$ cat src/sv/rspe_pkg.sv
package rspe_pkg;

    localparam int BYTE_W = 8;
    localparam int CFG_W = 6;
    localparam int RESET_PARITY = 10;
    localparam logic [BYTE_W-1:0] POLY_LOW = 8'h1D;
    localparam logic [BYTE_W-1:0] GF_ONE = 8'h01;

    typedef struct packed {
        logic coef_clr;
        logic build;
        logic rem_clr;
        logic step;
        logic last;
        logic shift;
    } cell_ctrl_t;

    function automatic logic [BYTE_W-1:0] gf_xtime(input logic [BYTE_W-1:0] a);
        return {a[BYTE_W-2:0], 1'b0} ^ (a[BYTE_W-1] ? POLY_LOW : '0);
    endfunction

    function automatic logic [BYTE_W-1:0] gf_mul(input logic [BYTE_W-1:0] a,
                                                 input logic [BYTE_W-1:0] b);
        logic [BYTE_W-1:0] acc;
        logic [BYTE_W-1:0] x;
        acc = '0;
        x = a;
        for (int k = 0; k < BYTE_W; k++) begin
            if (b[k]) begin
                acc = acc ^ x;
            end
            x = gf_xtime(x);
        end
        return acc;
    endfunction

endpackage

$ cat src/sv/rspe_cell.sv
module rspe_cell (
    input  logic                            aclk,
    input  logic                            aresetn,
    input  rspe_pkg::cell_ctrl_t            ctrl,
    input  logic [rspe_pkg::BYTE_W-1:0]     fb,
    input  logic [rspe_pkg::BYTE_W-1:0]     root,
    input  logic [rspe_pkg::BYTE_W-1:0]     rem_right,
    input  logic [rspe_pkg::BYTE_W-1:0]     coef_left,
    input  logic [rspe_pkg::BYTE_W-1:0]     out_right,
    output logic [rspe_pkg::BYTE_W-1:0]     rem_q,
    output logic [rspe_pkg::BYTE_W-1:0]     coef_q,
    output logic [rspe_pkg::BYTE_W-1:0]     out_q
);

    logic [rspe_pkg::BYTE_W-1:0] rem_reg, rem_next;
    logic [rspe_pkg::BYTE_W-1:0] coef_reg, coef_next;
    logic [rspe_pkg::BYTE_W-1:0] out_reg, out_next;
    logic [rspe_pkg::BYTE_W-1:0] mul_a, mul_b, prod, folded;

    // One multiplier serves both the generator build and the byte fold.
    assign mul_a = ctrl.build ? coef_left : coef_reg;
    assign mul_b = ctrl.build ? root : fb;
    assign prod = rspe_pkg::gf_mul(mul_a, mul_b);
    assign folded = rem_right ^ prod;

    always_comb begin
        rem_next = rem_reg;
        if (ctrl.rem_clr) begin
            rem_next = '0;
        end else if (ctrl.step) begin
            rem_next = ctrl.last ? '0 : folded;
        end
    end

    always_comb begin
        coef_next = coef_reg;
        if (ctrl.coef_clr) begin
            coef_next = '0;
        end else if (ctrl.build) begin
            coef_next = coef_reg ^ prod;
        end
    end

    always_comb begin
        out_next = out_reg;
        if (ctrl.step && ctrl.last) begin
            out_next = folded;
        end else if (ctrl.shift) begin
            out_next = out_right;
        end
    end

    always_ff @(posedge aclk) begin
        if (!aresetn) begin
            rem_reg <= '0;
            coef_reg <= '0;
        end else begin
            rem_reg <= rem_next;
            coef_reg <= coef_next;
        end
        out_reg <= out_next;
    end

    assign rem_q = rem_reg;
    assign coef_q = coef_reg;
    assign out_q = out_reg;

endmodule

$ cat src/sv/rs_parity_encoder_gf256.sv
// Latency: the first parity byte of a block is offered the cycle after its last data byte.
// Throughput: one data byte per cycle outside a generator build and one parity byte per cycle while m_ready
// is high; a last byte waits while the parity of the previous block is still draining.
// Reset (which sets 10 parity bytes) and each parity-count write on cfg_data rebuild the generator;
// during the build no item or register write is accepted.
module rs_parity_encoder_gf256 #(
    parameter int MAX_PARITY = 32
) (
    input  logic                            aclk,
    input  logic                            aresetn,
    input  logic                            cfg_valid,
    output logic                            cfg_ready,
    input  logic [rspe_pkg::CFG_W-1:0]      cfg_data,
    input  logic                            s_valid,
    output logic                            s_ready,
    input  logic [rspe_pkg::BYTE_W-1:0]     s_data_byte,
    input  logic                            s_last_data,
    output logic                            m_valid,
    input  logic                            m_ready,
    output logic [rspe_pkg::BYTE_W-1:0]     m_parity_byte,
    output logic                            m_last_parity
);

    localparam int CNT_W = $clog2(MAX_PARITY + 1);
    localparam int CMP_W = (CNT_W > rspe_pkg::CFG_W) ? CNT_W : rspe_pkg::CFG_W;
    localparam logic [CNT_W-1:0] RST_CNT = CNT_W'((rspe_pkg::RESET_PARITY > MAX_PARITY) ?
                                                  MAX_PARITY : rspe_pkg::RESET_PARITY);
    localparam logic [CNT_W-1:0] CNT_ONE = CNT_W'(1);

    logic [CNT_W-1:0] count_reg, count_next;
    logic [CNT_W-1:0] build_cnt_reg, build_cnt_next;
    logic [CNT_W-1:0] out_cnt_reg, out_cnt_next;
    logic [rspe_pkg::BYTE_W-1:0] root_reg, root_next;
    logic [CMP_W-1:0] cfg_ext;
    logic [CNT_W-1:0] cfg_eff;
    logic building, out_free, cfg_fire, s_fire, m_fire;
    logic [rspe_pkg::BYTE_W-1:0] fb;
    rspe_pkg::cell_ctrl_t ctrl;

    logic [rspe_pkg::BYTE_W-1:0] rem_q [MAX_PARITY];
    logic [rspe_pkg::BYTE_W-1:0] coef_q [MAX_PARITY];
    logic [rspe_pkg::BYTE_W-1:0] out_q [MAX_PARITY];

    assign building = (build_cnt_reg != '0);
    assign out_free = (out_cnt_reg == '0) || ((out_cnt_reg == CNT_ONE) && m_ready);

    assign cfg_ready = !building;
    assign s_ready = !building && (!s_last_data || out_free);
    assign m_valid = (out_cnt_reg != '0);
    assign m_parity_byte = out_q[0];
    assign m_last_parity = (out_cnt_reg == CNT_ONE);

    assign cfg_fire = cfg_valid && cfg_ready;
    assign s_fire = s_valid && s_ready;
    assign m_fire = m_valid && m_ready;

    assign cfg_ext = CMP_W'(cfg_data);
    assign cfg_eff = (cfg_ext == '0) ? CNT_ONE :
                     (cfg_ext > CMP_W'(MAX_PARITY)) ? CNT_W'(MAX_PARITY) : CNT_W'(cfg_ext);

    assign fb = s_data_byte ^ rem_q[0];

    always_comb begin
        ctrl.coef_clr = cfg_fire;
        ctrl.build = building;
        ctrl.rem_clr = cfg_fire;
        ctrl.step = s_fire;
        ctrl.last = s_last_data;
        ctrl.shift = m_fire;
    end

    always_comb begin
        count_next = count_reg;
        build_cnt_next = build_cnt_reg;
        root_next = root_reg;
        if (cfg_fire) begin
            count_next = cfg_eff;
            build_cnt_next = cfg_eff;
            root_next = rspe_pkg::GF_ONE;
        end else if (building) begin
            build_cnt_next = build_cnt_reg - CNT_ONE;
            root_next = rspe_pkg::gf_xtime(root_reg);
        end
    end

    always_comb begin
        out_cnt_next = out_cnt_reg;
        if (s_fire && s_last_data) begin
            out_cnt_next = count_reg;
        end else if (m_fire) begin
            out_cnt_next = out_cnt_reg - CNT_ONE;
        end
    end

    always_ff @(posedge aclk) begin
        if (!aresetn) begin
            count_reg <= RST_CNT;
            build_cnt_reg <= RST_CNT;
            root_reg <= rspe_pkg::GF_ONE;
            out_cnt_reg <= '0;
        end else begin
            count_reg <= count_next;
            build_cnt_reg <= build_cnt_next;
            root_reg <= root_next;
            out_cnt_reg <= out_cnt_next;
        end
    end

    for (genvar i = 0; i < MAX_PARITY; i++) begin : g_cell
        logic [rspe_pkg::BYTE_W-1:0] rem_right, coef_left, out_right;

        if (i == MAX_PARITY - 1) begin : g_tail
            assign rem_right = '0;
            assign out_right = '0;
        end else begin : g_mid
            assign rem_right = rem_q[i+1];
            assign out_right = out_q[i+1];
        end

        if (i == 0) begin : g_head
            assign coef_left = rspe_pkg::GF_ONE;
        end else begin : g_body
            assign coef_left = coef_q[i-1];
        end

        rspe_cell u_cell (
            .aclk      (aclk),
            .aresetn   (aresetn),
            .ctrl      (ctrl),
            .fb        (fb),
            .root      (root_reg),
            .rem_right (rem_right),
            .coef_left (coef_left),
            .out_right (out_right),
            .rem_q     (rem_q[i]),
            .coef_q    (coef_q[i]),
            .out_q     (out_q[i])
        );
    end

endmodule

$ cat config.mk
export PLATFORM = sky130hd
export DESIGN_NAME = rs_parity_encoder_gf256
export DESIGN_NICKNAME = d
export VERILOG_FILES = /design/src/sv/rspe_pkg.sv /design/src/sv/rspe_cell.sv /design/src/sv/rs_parity_encoder_gf256.sv
export SDC_FILE = /design/constraint.sdc
export NUM_CORES = 2
export LEC_CHECK = 0
export ABC_AREA = 0
export BUFFER_PORTS_ARGS = -buffer_cell sky130_fd_sc_hd__buf_4
export CORE_ASPECT_RATIO = 1.4
export CORE_MARGIN = 3
export CORE_UTILIZATION = 35
export CTS_BUF_LIST = sky130_fd_sc_hd__clkbuf_16
export DETAILED_ROUTE_END_ITERATION = 7
export HOLD_SLACK_MARGIN = 0.1
export PLACE_DENSITY = 0.51
export SLEW_MARGIN = 40
export SYNTH_ARGS = -nofsm -noshare
export SYNTH_HDL_FRONTEND = slang
export SYNTH_SLANG_ARGS = --single-unit
$ cat constraint.sdc
create_clock -name aclk -period 9 [get_ports aclk]
set_clock_uncertainty 0.15 [all_clocks]
set_input_delay 0.45 -clock aclk [delete_from_list [all_inputs] [get_ports aclk]]
set_output_delay 0.45 -clock aclk [all_outputs]
set_load 0.02 [all_outputs]
==> reports/results.tsv <==
metric	value	unit
grt_overflow	0	
yosysTopAreaCell	xnor2_1	
hold_violations	0	
drt_iter0_markers	10200	
finalSetupViolations	0	
start_kind	flop	
peakVddDrop	0.197	mV
wire_per_inst	32.6	um
grt_start_max_net_pins	166	
synth.avg_cell_area	7.78	um2
period_share	64.9	%
r2r_cells	11	
whs_endpoint	g_cell[0].u_cell.rem_q[7]$_SDFFE_PP0P_	
cts_buffers	92	
fp-row-count	216	
cts_buffer_depth	3	
grt_usage	33.7	%
period_minus_slack	5.84	ns
cts_tree	done	
drt_wl_total	451	mm
die_height	599	um
clock.fmax	171	MHz
port_buffers	31	
max_slew.worst_pin.slew	1.01	ns
grt_pass1_vias	84400	
whs_path_depth	5	
min-delay-start	s_valid	
synth_mux_area_share	4.23	%
start_util	35.3	%
ant_nets	0	
layout.nets	10500	
dr_wl_met3	41.6	mm
syn_inst	11300	
dpl.cell_count	13600	
synthXorXnorAreaFrac	33.3	%
cts.reportedPaths.clkPinSlew	0.06	ns
finalNonFillerCells	13800	
m1WireLength	163	mm
path_class	reg -> reg	
cp-startpoint	build_cnt_reg[5]$_SDFFE_PN0P_	
yosys_warnings	0	
wl_met2	203	mm
reg2reg_slack	3.16	ns
die_w	429	um
required	9.34	ns
post_cts_buffers	0	
netlist_area	87800	um2
vias	86700	
fin_util	37.6	%
drc	0	
yosys.cell_count.top_type	nand2_1	
cts_resized	0	
slew_viol_final	0	
die_area	257000	um2
clock_latency	0.79	ns
yosysSeqAreaShare	21.0	%
synth_compound_area_share	17.2	%
r2r-start	build_cnt_reg[5]$_SDFFE_PN0P_	
grt_setup_unrepaired	false	
setup_tns	0	ns
p_leak	33.5	nW
cts_sinks	794	
grt_pass1_wl	635	mm
synth_nets	11300	
critPathMaxFanout	85	
cts-root-buf	clkbuf_16	
synthArstFlopShare	0	%
h-tree-depth	3	
hpwlAfterDp	287	mm
yosysTopAreaCellShare	16.1	%
ctsHoldBuffers	14	
hold_ws	0.244	ns
antenna_found_initial	26	
p_per_area	309	nW/um2
ys.flop_type	dfxtp_1	
cp.arrival	6.18	ns
end_kind	flop	
synth_top_family_by_area	XOR/XNOR gates	
synth-simple-area-share	18.1	%
top_layer	met5	
holdCritPathClass	in -> reg	
core_area	248000	um2
maxCapViolations	0	
dr.pass1.iters	7	
r2r-end	g_cell[15].u_cell.out_q[5]$_DFFE_PP_	
synth_cell_types	91	
syn_to_final_growth	6.53	%
synth_edf_count	256	
synth_common_cells	1,736 x nand2_1, 1,610 x xnor2_1, 878 x o21ai_0	
gp_congestion	0.965	
ioPinCount	32	
drive_gt1_share	6.73	%
synth_area_leaders	xnor2_1 16%, dfxtp_1 12%, edfxtp_1 8.8%, xor2_1 8.4%, nand2_1 7.4%	
slew_headroom	33.0	%
status	finished clean	
via_per_inst	6.26	
ys_ff_latch	794	
synth_fa_ha_area_share	0.0428	%
critical path, cell delays in order (launching register included):
cell,delay (ns)
dfxtp_4,0.84
inv_8,0.42
nand2_8,0.55
buf_4,0.78
buf_6,0.62
mux2i_1,0.57
nor2_1,0.13
xnor3_1,0.39
xor2_1,0.19
xnor2_1,0.46
xor2_1,0.23
o21ai_0,0.10
layout by cell type (no fill, tap or decap), drive strengths merged, types with 256 or more instances in the layout:
| master | n |
|---|---|
| xnor3 | 283 |
| mux2i | 264 |
| xor2 | 838 |
| buf | 287 |
| nand2 | 1739 |
| a21oi | 556 |
| xnor2 | 1610 |
| dfxtp | 538 |
| o21ai | 942 |
| nor2 | 755 |
| edfxtp | 256 |
cell families after synthesis:
group	after synthesis
compound gates	2486
xor+xnor	2791
fa+ha+maj	3
buf+inv	1268
flops	794
mux	359
simple gates	3582
worst max path at each step:
stage          slack [ns]                                   end
6_report             3.16  g_cell[15].u_cell.out_q[5]$_DFFE_PP_
5_1_grt              3.03  g_cell[28].u_cell.out_q[5]$_DFFE_PP_
4_1_cts              3.20   g_cell[5].u_cell.out_q[4]$_DFFE_PP_
3_5_place_dp         3.17   g_cell[5].u_cell.out_q[4]$_DFFE_PP_
3_3_place_gp         2.83   g_cell[9].u_cell.out_q[0]$_DFFE_PP_
2_1_floorplan        2.33   g_cell[0].u_cell.out_q[0]$_DFFE_PP_
report_power, final:
group          switching (W)  internal [W]  total (W)
clock                0.00193       0.00210    0.00403
sequential           0.00153       0.00487    0.00641
combinational         0.0115       0.00699     0.0185
total                 0.0149        0.0140     0.0289
stage by stage:
stage / area (um2) / total power (W) / setup slack, ns
floorplan: 87800 / 0.0188 / 2.33
global placement: 89600 / 0.0242 / 2.83
detailed placement: 90100 / 0.0243 / 3.17
CTS: 93200 / 0.0285 / 3.20
global route: 93500 / 0.0302 / 3.03
finish: 93500 / 0.0289 / 3.16
area by class of cell:
| type | count | area [um2] |
|---|---|---|
| Fill cell | 25600 | 155000 |
| Tap cell | 3270 | 4090 |
| Multi-Input combinational cell | 9221 | 64600 |
| Sequential cell | 794 | 18500 |
| Timing Repair Buffer | 302 | 2940 |
| Clock inverter | 82 | 744 |
| Inverter | 64 | 255 |
| Clock buffer | 92 | 2300 |
| Antenna cell | 11 | 27.5 |
layer usage:
metal  vias up  global-route usage (%)
li1      37200                       -
met1     42200                    38.4
met2      5449                    53.9
met3      1848                    7.72
met4        22                    27.9
met5         -                       0
No activity file was read; power rests on OpenSTA's default activity.
